**config.mk**
```make
export PLATFORM = sky130hd
export DESIGN_NAME = powerpc_branch_unit
export DESIGN_NICKNAME = d
export VERILOG_FILES = /design/src/hw/rtl/pbu_pkg.sv /design/src/hw/rtl/pbu_exec.sv /design/src/hw/rtl/powerpc_branch_unit.sv
export SDC_FILE = /design/constraint.sdc
export NUM_CORES = 1
export LEC_CHECK = 0
export BUFFER_PORTS_ARGS = -buffer_cell sky130_fd_sc_hd__buf_2
export CORE_UTILIZATION = 49
export DETAILED_ROUTE_END_ITERATION = 10
export PLACE_DENSITY = 0.7
export RECOVER_POWER = 50
export SYNTH_ARGS = -nofsm -noshare
export SYNTH_HDL_FRONTEND = slang
export SYNTH_SLANG_ARGS = --single-unit
```
**constraint.sdc**
```tcl
create_clock -name clk -period 5.05 [get_ports clk]
set_input_delay 0 -clock clk [delete_from_list [all_inputs] [get_ports clk]]
set_output_delay 0 -clock clk [all_outputs]
set_load 0.03 [all_outputs]
```
**src/hw/rtl/pbu_pkg.sv**
```systemverilog
// Package for the PowerPC branch unit: transaction types, action codes and
// instruction field constants. Shared by pbu_exec and powerpc_branch_unit.
// No dependencies.
package pbu_pkg;

    // Action codes of an input transaction
    localparam logic [1:0] ACT_EXEC   = 2'd0;
    localparam logic [1:0] ACT_WR_LR  = 2'd1;
    localparam logic [1:0] ACT_WR_CTR = 2'd2;
    localparam logic [1:0] ACT_UNUSED = 2'd3;

    // Primary opcodes and extended opcodes of the branch forms
    localparam logic [5:0] OP_B     = 6'd18;
    localparam logic [5:0] OP_BC    = 6'd16;
    localparam logic [5:0] OP_XL    = 6'd19;
    localparam logic [9:0] XO_BCLR  = 10'd16;
    localparam logic [9:0] XO_BCCTR = 10'd528;

    // Low two bits cleared on register targets
    localparam logic [31:0] ALIGN4_MASK = 32'hffff_fffc;
    localparam logic [31:0] INSTR_BYTES = 32'd4;

    // One input transaction
    typedef struct packed {
        logic [1:0]  action;
        logic [31:0] instr_word;
        logic [31:0] pc;
        logic [31:0] cond_reg;
        logic [31:0] write_value;
    } pbu_item_t;

    // One result transaction, also carries the updated LR and CTR
    typedef struct packed {
        logic        taken;
        logic [31:0] next_pc;
        logic [31:0] link_out;
        logic [31:0] count_out;
        logic        not_branch;
    } pbu_result_t;

endpackage

```
**src/hw/rtl/pbu_exec.sv**
```systemverilog
// Branch decode and resolve logic: one transaction against current LR/CTR.
// Purely combinational; sits between the input and result registers.
// Depends on pbu_pkg.
module pbu_exec
(
    input  pbu_pkg::pbu_item_t   item,
    input  logic [31:0]          link_cur,
    input  logic [31:0]          count_cur,
    output pbu_pkg::pbu_result_t result
);

    logic [5:0]  op;
    logic [9:0]  xo;
    logic        aa;
    logic        lk;
    logic [4:0]  bo;
    logic [4:0]  bi;
    logic [31:0] pc_plus4;
    logic [31:0] ctr_dec;
    logic        ctr_ok;
    logic        cond_ok;
    logic [31:0] disp;
    logic [31:0] rel_target;
    logic        is_b;
    logic        is_bc;
    logic        is_bclr;
    logic        is_bcctr;

    // Instruction fields, big-endian numbering mapped to vector bits
    assign op = item.instr_word[31:26];
    assign xo = item.instr_word[10:1];
    assign aa = item.instr_word[1];
    assign lk = item.instr_word[0];
    assign bo = item.instr_word[25:21];
    assign bi = item.instr_word[20:16];

    assign is_b     = (op == pbu_pkg::OP_B);
    assign is_bc    = (op == pbu_pkg::OP_BC);
    assign is_bclr  = (op == pbu_pkg::OP_XL) && (xo == pbu_pkg::XO_BCLR);
    assign is_bcctr = (op == pbu_pkg::OP_XL) && (xo == pbu_pkg::XO_BCCTR);

    assign pc_plus4 = item.pc + pbu_pkg::INSTR_BYTES;

    // BO tests: CTR decrement/zero check and CR bit check
    assign ctr_dec = count_cur - 32'd1;
    assign ctr_ok  = bo[2] | ((ctr_dec != 32'd0) != bo[1]);
    assign cond_ok = bo[4] | (item.cond_reg[5'd31 - bi] == bo[3]);

    // Sign-extended displacement for the I-form and B-form
    always_comb
    begin
        if (is_b)
        begin
            disp = {{6{item.instr_word[25]}}, item.instr_word[25:2], 2'b00};
        end
        else
        begin
            disp = {{16{item.instr_word[15]}}, item.instr_word[15:2], 2'b00};
        end
    end

    assign rel_target = aa ? disp : (disp + item.pc);

    // Resolve
    always_comb
    begin
        result.taken      = 1'b0;
        result.next_pc    = 32'd0;
        result.link_out   = link_cur;
        result.count_out  = count_cur;
        result.not_branch = 1'b0;
        unique case (item.action)
            pbu_pkg::ACT_EXEC:
            begin
                result.next_pc = pc_plus4;
                priority if (is_b)
                begin
                    result.taken   = 1'b1;
                    result.next_pc = rel_target;
                end
                else if (is_bc)
                begin
                    if (!bo[2])
                    begin
                        result.count_out = ctr_dec;
                    end
                    if (ctr_ok && cond_ok)
                    begin
                        result.taken   = 1'b1;
                        result.next_pc = rel_target;
                    end
                end
                else if (is_bclr)
                begin
                    if (!bo[2])
                    begin
                        result.count_out = ctr_dec;
                    end
                    // target is LR before any link update
                    if (ctr_ok && cond_ok)
                    begin
                        result.taken   = 1'b1;
                        result.next_pc = link_cur & pbu_pkg::ALIGN4_MASK;
                    end
                end
                else if (is_bcctr)
                begin
                    // no decrement, no CTR test
                    if (cond_ok)
                    begin
                        result.taken   = 1'b1;
                        result.next_pc = count_cur & pbu_pkg::ALIGN4_MASK;
                    end
                end
                else
                begin
                    result.not_branch = 1'b1;
                end
                if ((is_b || is_bc || is_bclr || is_bcctr) && lk)
                begin
                    result.link_out = pc_plus4;
                end
            end
            pbu_pkg::ACT_WR_LR:
            begin
                result.link_out = item.write_value;
            end
            pbu_pkg::ACT_WR_CTR:
            begin
                result.count_out = item.write_value;
            end
            pbu_pkg::ACT_UNUSED:
            begin
                result.link_out = link_cur;
            end
            default:
            begin
                result.link_out = link_cur;
            end
        endcase
    end

endmodule

```
**src/hw/rtl/powerpc_branch_unit.sv**
```systemverilog
// PowerPC branch unit top level: input register, resolve logic, LR/CTR
// state and result register. Depends on pbu_pkg and pbu_exec.
//
// Usage:
//   Input channel (in_valid/in_stall) carries one transaction per item:
//   an instruction word with pc and condition register, or a write of LR
//   or CTR (action field). Output channel (out_valid/out_stall) returns
//   exactly one result transaction per input: taken, next_pc, the LR and
//   CTR after the item, and not_branch.
//   A transaction accepted on the input passes two register stages,
//   input register and result register. Throughput: one transaction
//   per cycle while out_stall is low. LR and CTR are updated in the
//   same cycle an item resolves, so the next item sees them directly.
//   Stall: while out_stall holds a full result register, the input
//   register still takes one more transaction, then in_stall rises.
//   in_stall follows out_stall combinationally through that path.
//   Reset: rst_n clears LR, CTR and both valid flags; no cleanup pass.
module powerpc_branch_unit
(
    input  logic        clk,
    input  logic        rst_n,

    input  logic        in_valid,
    output logic        in_stall,
    input  logic [1:0]  action,
    input  logic [31:0] instr_word,
    input  logic [31:0] pc,
    input  logic [31:0] cond_reg,
    input  logic [31:0] write_value,

    output logic        out_valid,
    input  logic        out_stall,
    output logic        taken,
    output logic [31:0] next_pc,
    output logic [31:0] link_out,
    output logic [31:0] count_out,
    output logic        not_branch
);

    logic                 in_valid_reg;
    logic                 in_valid_next;
    pbu_pkg::pbu_item_t   item_reg;
    logic                 out_valid_reg;
    logic                 out_valid_next;
    pbu_pkg::pbu_result_t result_reg;
    pbu_pkg::pbu_result_t result_next;
    logic [31:0]          link_reg;
    logic [31:0]          count_reg;
    logic                 advance;
    logic                 fire;
    logic                 in_accept;

    // Pipeline control
    assign advance   = !out_valid_reg || !out_stall;
    assign fire      = in_valid_reg && advance;
    assign in_stall  = in_valid_reg && !advance;
    assign in_accept = in_valid && !in_stall;

    assign in_valid_next  = in_accept ? 1'b1 : (advance ? 1'b0 : in_valid_reg);
    assign out_valid_next = fire ? 1'b1 : (out_stall ? out_valid_reg : 1'b0);

    // Resolve logic
    pbu_exec u_exec
    (
        .item      (item_reg),
        .link_cur  (link_reg),
        .count_cur (count_reg),
        .result    (result_next)
    );

    // Control state and architectural registers
    always_ff @(posedge clk or negedge rst_n)
    begin
        if (!rst_n)
        begin
            in_valid_reg  <= 1'b0;
            out_valid_reg <= 1'b0;
            link_reg      <= 32'd0;
            count_reg     <= 32'd0;
        end
        else
        begin
            in_valid_reg  <= in_valid_next;
            out_valid_reg <= out_valid_next;
            if (fire)
            begin
                link_reg  <= result_next.link_out;
                count_reg <= result_next.count_out;
            end
        end
    end

    // Payload registers
    always_ff @(posedge clk)
    begin
        if (in_accept)
        begin
            item_reg.action      <= action;
            item_reg.instr_word  <= instr_word;
            item_reg.pc          <= pc;
            item_reg.cond_reg    <= cond_reg;
            item_reg.write_value <= write_value;
        end
        if (fire)
        begin
            result_reg <= result_next;
        end
    end

    // Outputs
    assign out_valid  = out_valid_reg;
    assign taken      = result_reg.taken;
    assign next_pc    = result_reg.next_pc;
    assign link_out   = result_reg.link_out;
    assign count_out  = result_reg.count_out;
    assign not_branch = result_reg.not_branch;

`ifndef SYNTHESIS
    // Stall only with an item held in the input register
    assert property (@(posedge clk) disable iff (!rst_n)
        in_stall |-> in_valid_reg)
        else $error("in_stall without a held item");

    // LR and CTR only change when an item resolves
    assert property (@(posedge clk) disable iff (!rst_n)
        !fire |=> ($stable(link_reg) && $stable(count_reg)))
        else $error("LR/CTR changed without a resolved item");

    // A pending result always reports the current LR and CTR
    assert property (@(posedge clk) disable iff (!rst_n)
        out_valid_reg |-> ((link_out == link_reg) && (count_out == count_reg)))
        else $error("result LR/CTR out of step with state");

    // A non-branch word is never taken
    assert property (@(posedge clk) disable iff (!rst_n)
        out_valid_reg |-> !(taken && not_branch))
        else $error("taken and not_branch both set");
`endif

endmodule

```
==> reports/results.ini, run 1 <==
[route]
drt_iter0_drc = 1145
dr.pass1.iters = 8
wl_per_cell_microns = 21.6
postRouteAntennaNets = 0
wirelength_microns = 44300
drc = 0
vias = 12260
viasPerCell = 5.98

[pwr]
power_mw = 7.89
vdd_drop_max_mv = 0.308
p_per_area_nw_per_um2 = 419
combPwrFrac = 0.228
swShare = 0.330
intPower_mw = 5.28
pwr-share-seq = 0.465
p_clk_frac = 0.306
leakage_nw = 7.13
power_switching_mw = 2.61

[synth]
synth-compound-area-share = 0.159
synth.area.top_cells = edfxtp_1 45%, dfrtp_1 11%, mux2_2 4.6%
async_reset_ff_frac = 0.224
synthTopCellsByCount = 228 x edfxtp_1, 111 x nand2_1, 97 x o21ai_0
ys_seq_area_frac = 0.565
synth-adder-area-share = 0.0279
ys_seq_elements = 294
syn_area_per_cell_sq_um = 11.7
yosysUniqueCellTypes = 74
synth_area_sq_um = 15100
synth_edf_count = 228
syn-num-nets = 1459
yosysTopAreaCellShare = 0.455
synthMuxAreaShare = 0.0682
ys.flop_type = edfxtp_1
yosysWarningCount = 0
yosysTopAreaCell = edfxtp_1
synthesis.instances = 1292
synth_most_common_cell = edfxtp_1
synth-simple-area-share = 0.117
synth_top_family_by_area = compound AO/OA/AOI/OAI gates
synth_xor_area_frac = 0.0343

[finish]
regArea_sq_um = 8500
diodes = 0
synthToLayoutAreaGrowth_pct = 25.3
finish.net_count = 1801
layout-drive-gt1-share = 0.172
multi_input_area_sq_um = 6120
fillers = 2438
largest_reg_flops = 130

[clock_network]
cts_root_buffer = clkbuf_16
cts_made_buffers = 31
clkSinkCount = 294
cts-htree-levels = 1
clock_path_buffers = 3
cts_tree = built
clkLatencyLatePin_ns = 0.57
clk_pin_slew_ns = 0.06

[global_routing]
grt_first_pass_wirelength_microns = 66700
antenna_found_initial = 0
grt_max_degree = 94
overflow = 0
grt_pass1_vias = 11769
grt_usage = 0.278

[worst_setup_path]
critPathMostFrequentCell = and2_1
path_buf_inv = 1
crit_slowest_cell = or4b_1
endpoint_kind = register
cp_max_fo = 10
cp_slowest_stage_delay_ns = 0.63
startpoint_type = register
critical_path.cell_chain = or4b_1 -> nor2_2 -> nand2_1 -> and2_1 -> a21o_1 -> ha_1 -> and2_1 -> a221oi_1 -> a21boi_1 -> a21oi_1 -> a2111oi_1 -> buf_4 -> o311ai_0 -> mux2i_1 -> xor2_1 -> a211oi_1
setup.worst_path.class = register to register
crit_family = compound AO/OA/AOI/OAI gates
crit_arrival_ns = 4.99
crit_required_ns = 5.43

[floorplan]
die_x_microns = 177
core.rowCount = 63
initial_utilization = 0.503
die_h_microns = 177
placeableCoreArea_sq_um = 30000
die_area_sq_um = 31400
io_pins = 234

[sta]
finalClockSkew_ns = 0.0118
timing.fmax_ghz = 0.217
hold_viol = 0
post-route-min-period_ns = 4.62
setup_tns_ns = 0
worst_pin_slew_ns = 4.06
final_max_slew_viol_count = 185
max_slew_margin = -1.71
setup_viol = 0
fin_crit_sh = 0.914
rsz0062_at_grt = no

[outcome]
status = complete, but fails checks
violations = max-capacitance violations, max-slew violations

[placed_design]
gp_congestion = 0.953
hpwlAfterDp_microns = 30200
io_buffers = 233

[flow_run]
drv_cap = 3

[hold_path]
hp-class = primary input to register

==> worst paths after layout <==
path / cells after the start / end / slack [ns] / start
worst max register to register: 16 / next_pc[31]$_SDFFCE_PN0P_ / 0.43 / item_reg[125]$_DFFE_PP_
worst min-delay path: 2 / item_reg[59]$_DFFE_PP_ / 0.13 / cond_reg[27]
worst max-delay path: 16 / next_pc[31]$_SDFFCE_PN0P_ / 0.43 / item_reg[125]$_DFFE_PP_
max in group asynchronous: 3 / count_reg[29]$_DFFE_PN0P_ / 1.25 / rst_n
min in group asynchronous: 3 / link_reg[2]$_DFFE_PN0P_ / 1.50 / rst_n
worst min register to register: 1 / out_valid$_DFFE_PN0P_ / 0.48 / in_valid_reg$_DFFE_PN0P_
==> per-stage QoR <==
| stage | hold slack (ns) | setup WS, ns | cell area, sq um | instances | utilization |
|---|---|---|---|---|---|
| 6_report | 0.134 | 0.433 | 18900 | 2049 | 0.629 |
| 5_1_grt | 0.122 | 0.0330 | 18900 | 2049 | 0.629 |
| 4_1_cts | 0.110 | 0.277 | 19000 | 2049 | 0.634 |
| 3_5_place_dp | 0.178 | 0.321 | 16600 | 1857 | 0.553 |
| 3_3_place_gp | 0.176 | 0.493 | 16600 | 1857 | 0.553 |
| 2_1_floorplan | -0.296 | 0.444 | 15100 | 1292 | - |
==> cells in the final DEF (no fill, tap or decap), drive strengths merged, types with 12 or more instances in the layout <==
| cell | n |
|---|---|
| and2 | 13 |
| nand2b | 14 |
| nand3 | 24 |
| dfrtp | 66 |
| edfxtp | 228 |
| nor4 | 17 |
| ha | 32 |
| mux2i | 17 |
| a22oi | 44 |
| inv | 27 |
| nand2 | 111 |
| nor3 | 29 |
| nand4 | 12 |
| a211oi | 13 |
| nor2 | 72 |
| a21o | 20 |
| a21oi | 67 |
| o21ai | 98 |
| mux2 | 62 |
| and3 | 17 |
| dlygate4sd3 | 134 |
| clkbuf | 150 |
| o221ai | 12 |
| xnor2 | 28 |
| xor2 | 31 |
| buf | 145 |
| a22o | 16 |
==> power by group through the flow <==
stage / registers, mW / logic, mW / clock network, mW
4_1_cts: 3.64 / 1.81 / 2.44
3_5_place_dp: 3.68 / 1.72 / 0
2_1_floorplan: 3.64 / 1.16 / 0
3_3_place_gp: 3.68 / 1.69 / 0
6_report: 3.67 / 1.80 / 2.42
5_1_grt: 3.72 / 1.95 / 2.54
==> cells by family after synthesis <==
group / after synthesis
multiplexers: 86
XOR/XNOR: 59
AND/OR/NAND/NOR: 356
buffers and inverters: 106
AO/OA/AOI/OAI: 358
flip-flops: 294
adder cells (fa/ha/maj): 33
==> final cells by class <==
type | instances | share of cell area
clock inverters | 21 | 0.0139
inverters | 23 | 0.00458
repair buffers | 392 | 0.137
flip-flops and latches | 294 | 0.451
multi-input cells | 892 | 0.325
clock buffers | 37 | 0.0434
well taps | 390 | 0.0259
==> timing repair <==
action | in CTS | in global routing
buffers inserted | 0 | 0
hold buffers | 134 | 0
hold endpoints to repair | 198 | 0
endpoints found under the setup margin | 0 | 1
gates resized for setup | 0 | 3
==> routing by layer <==
layer	part of all wire	vias to the layer above	global-route usage
li1	-	5652	-
met1	0.44	5957	0.400
met2	0.46	577	0.441
met3	0.079	74	0.0384
met4	0.025	0	0.0744
met5	0	-	0
(Power assumes the default switching activity.)
==> run 2, diff against run 1 <==
--- a/config.mk
+++ b/config.mk
@@ -6,9 +6,8 @@
 export NUM_CORES = 1
 export LEC_CHECK = 0
 export BUFFER_PORTS_ARGS = -buffer_cell sky130_fd_sc_hd__buf_2
-export CORE_UTILIZATION = 49
+export CORE_UTILIZATION = 40
 export DETAILED_ROUTE_END_ITERATION = 10
-export PLACE_DENSITY = 0.7
 export RECOVER_POWER = 50
 export SYNTH_ARGS = -nofsm -noshare
 export SYNTH_HDL_FRONTEND = slang
==> run 2 against run 1 <==
Effect of this change: the flow still finishes with violations (max-capacitance violations, max-slew violations); sequential share of layout area fell by 0.26 points; sequential power is essentially flat; global-route usage decreased by 3.6 points; setup slack worse by 0.097 ns; flip-flop and latch count stayed put; via count fell by 1.7%; utilization decreased by 11 points; clock-buffer cell count up 2; die area increased by 22%; non-clock buffer count is 8 higher; critical path depth did not move; final cell count grew 4.2%.
==> reports/results.ini, run 2 (synthesis results as in run 1) <==
[outcome]
status = complete, but fails checks
violations = max-capacitance violations, max-slew violations

[pwr]
power_mw = 7.89
p_per_area_nw_per_um2 = 416
vdd_drop_max_mv = 0.331
leakage_nw = 7.15

[floorplan]
die_x_microns = 196
die_area_sq_um = 38400
io_pins = 234
die_h_microns = 196
core.rowCount = 70
placeableCoreArea_sq_um = 36800
initial_utilization = 0.409

[worst_setup_path]
cp_max_fo = 10
path_buf_inv = 1
crit_slowest_cell = or4b_1
endpoint_kind = register
crit_required_ns = 5.46
startpoint_type = register
crit_family = compound AO/OA/AOI/OAI gates
crit_arrival_ns = 5.13
setup.worst_path.class = register to register
cp_slowest_stage_delay_ns = 0.62
critical_path.cell_chain = or4b_1 -> nor2_1 -> nand2_1 -> and2_1 -> a21o_1 -> ha_1 -> and2_1 -> a221oi_1 -> a21boi_0 -> a21oi_1 -> a2111oi_0 -> buf_4 -> o311ai_0 -> mux2i_1 -> xor2_1 -> a211oi_1
critPathMostFrequentCell = and2_1

[global_routing]
grt_first_pass_wirelength_microns = 70700
antenna_found_initial = 0
grt_pass1_vias = 11906
grt_max_degree = 74
grt_usage = 0.242
overflow = 0

[sta]
setup_tns_ns = 0
fin_crit_sh = 0.933
timing.fmax_ghz = 0.212
hold_viol = 0
post-route-min-period_ns = 4.71
final_max_slew_viol_count = 189
finalClockSkew_ns = 0.0150
max_slew_margin = -1.63
worst_pin_slew_ns = 3.95
rsz0062_at_grt = no
setup_viol = 0

[route]
highest_layer = met4
wl_per_cell_microns = 21.9
dr.pass1.iters = 5
wl_met2_microns = 21000
postRouteAntennaNets = 0
drc = 0
wl_met3_microns = 3290
viasPerCell = 5.65
vias = 12057
wirelength_microns = 46800
m1WireLength_microns = 21000
drt_iter0_drc = 1068

[flow_run]
drv_cap = 3

[clock_network]
cts_tree = built
clkSinkCount = 294
clk_pin_slew_ns = 0.07
cts_root_buffer = clkbuf_16
cts-htree-levels = 1
clock_path_buffers = 3
cts_made_buffers = 31
clkLatencyLatePin_ns = 0.59
cts_setup_buffers = 0

[placed_design]
gp_congestion = 0.897
hpwlAfterDp_microns = 33300
io_buffers = 233

[hold_path]
hp-class = primary input to register

[finish]
synthToLayoutAreaGrowth_pct = 26.0
largest_reg_flops = 130
fillers = 3281
multi_input_area_sq_um = 6120
regArea_sq_um = 8500
final_common_cell = edfxtp_1
finish.net_count = 1809
final_cell_mix = 228 x edfxtp_1, 134 x dlygate4sd3_1, 120 x buf_2, 116 x clkbuf_1, 111 x nand2_1
diodes = 0
layout-drive-gt1-share = 0.173

==> run 2: final cells by class <==
type / instances / area share
sequential: 294 / 0.448
clock buffer: 39 / 0.0441
clock inverter: 19 / 0.0113
inverter: 23 / 0.00455
multi-input combinational: 892 / 0.323
tap: 468 / 0.0309
timing repair buffer: 400 / 0.138
==> run 2: final timing paths <==
kind	endpoint	depth (start not counted)	startpoint	slack (ns)
setup / recovery	next_pc[31]$_SDFFCE_PN0P_	16	item_reg[125]$_DFFE_PP_	0.34
hold / removal	item_reg[117]$_DFFE_PP_	2	instr_word[21]	0.12
setup reg to reg	next_pc[31]$_SDFFCE_PN0P_	16	item_reg[125]$_DFFE_PP_	0.34
hold reg to reg	link_reg[0]$_DFFE_PN0P_	1	link_reg[0]$_DFFE_PN0P_	0.51
max in group asynchronous	count_reg[24]$_DFFE_PN0P_	3	rst_n	1.38
min in group asynchronous	in_valid_reg$_DFFE_PN0P_	3	rst_n	1.43
==> run 2: where the power goes <==
| part | switching, mW | internal, mW | leakage [nW] |
|---|---|---|---|
| logic | 1.11 | 0.751 | 3.63 |
| registers | 0.537 | 3.12 | 3.01 |
| clock network | 0.997 | 1.38 | 0.509 |
| total | 2.64 | 5.25 | 7.15 |
==> run 2: worst reg2reg max path, delay by kind of cell, from the launching register on <==
kind | cells | cell delay (ns)
muxes | 1 | 0.17
and+or+nand+nor | 5 | 1.51
DFF | 1 | 0.36
adders and majority gates | 1 | 0.34
buffers and inverters | 1 | 0.20
xor gates and xnor gates | 1 | 0.16
AOI/OAI and AO/OA | 7 | 1.79
==> run 2: per-stage QoR <==
| stage | worst slack, ns | area [sq um] | utilization | hold slack, ns | cells |
|---|---|---|---|---|---|
| after global placement | 0.421 | 16700 | 0.455 | 0.176 | 1943 |
| after CTS | 0.342 | 19100 | 0.520 | 0.0951 | 2135 |
| after detailed placement | 0.378 | 16700 | 0.455 | 0.178 | 1943 |
| after floorplan | 0.444 | 15100 | - | -0.296 | 1292 |
| final | 0.336 | 19000 | 0.516 | 0.117 | 2135 |
| after global routing | 0.0721 | 19000 | 0.516 | 0.105 | 2135 |
==> run 2: repair_timing <==
action                                 4_1_cts  5_1_grt
resized for setup                            0        0
hold buffers                               134        0
setup endpoints to repair                    0        0
endpoints found under the hold margin      198        0
==> run 2: layer usage <==
metal	track usage	vias up
met1	0.341	5848
met3	0.0438	86
li1	-	5659
met2	0.378	464
met5	0	-
met4	0.0761	0
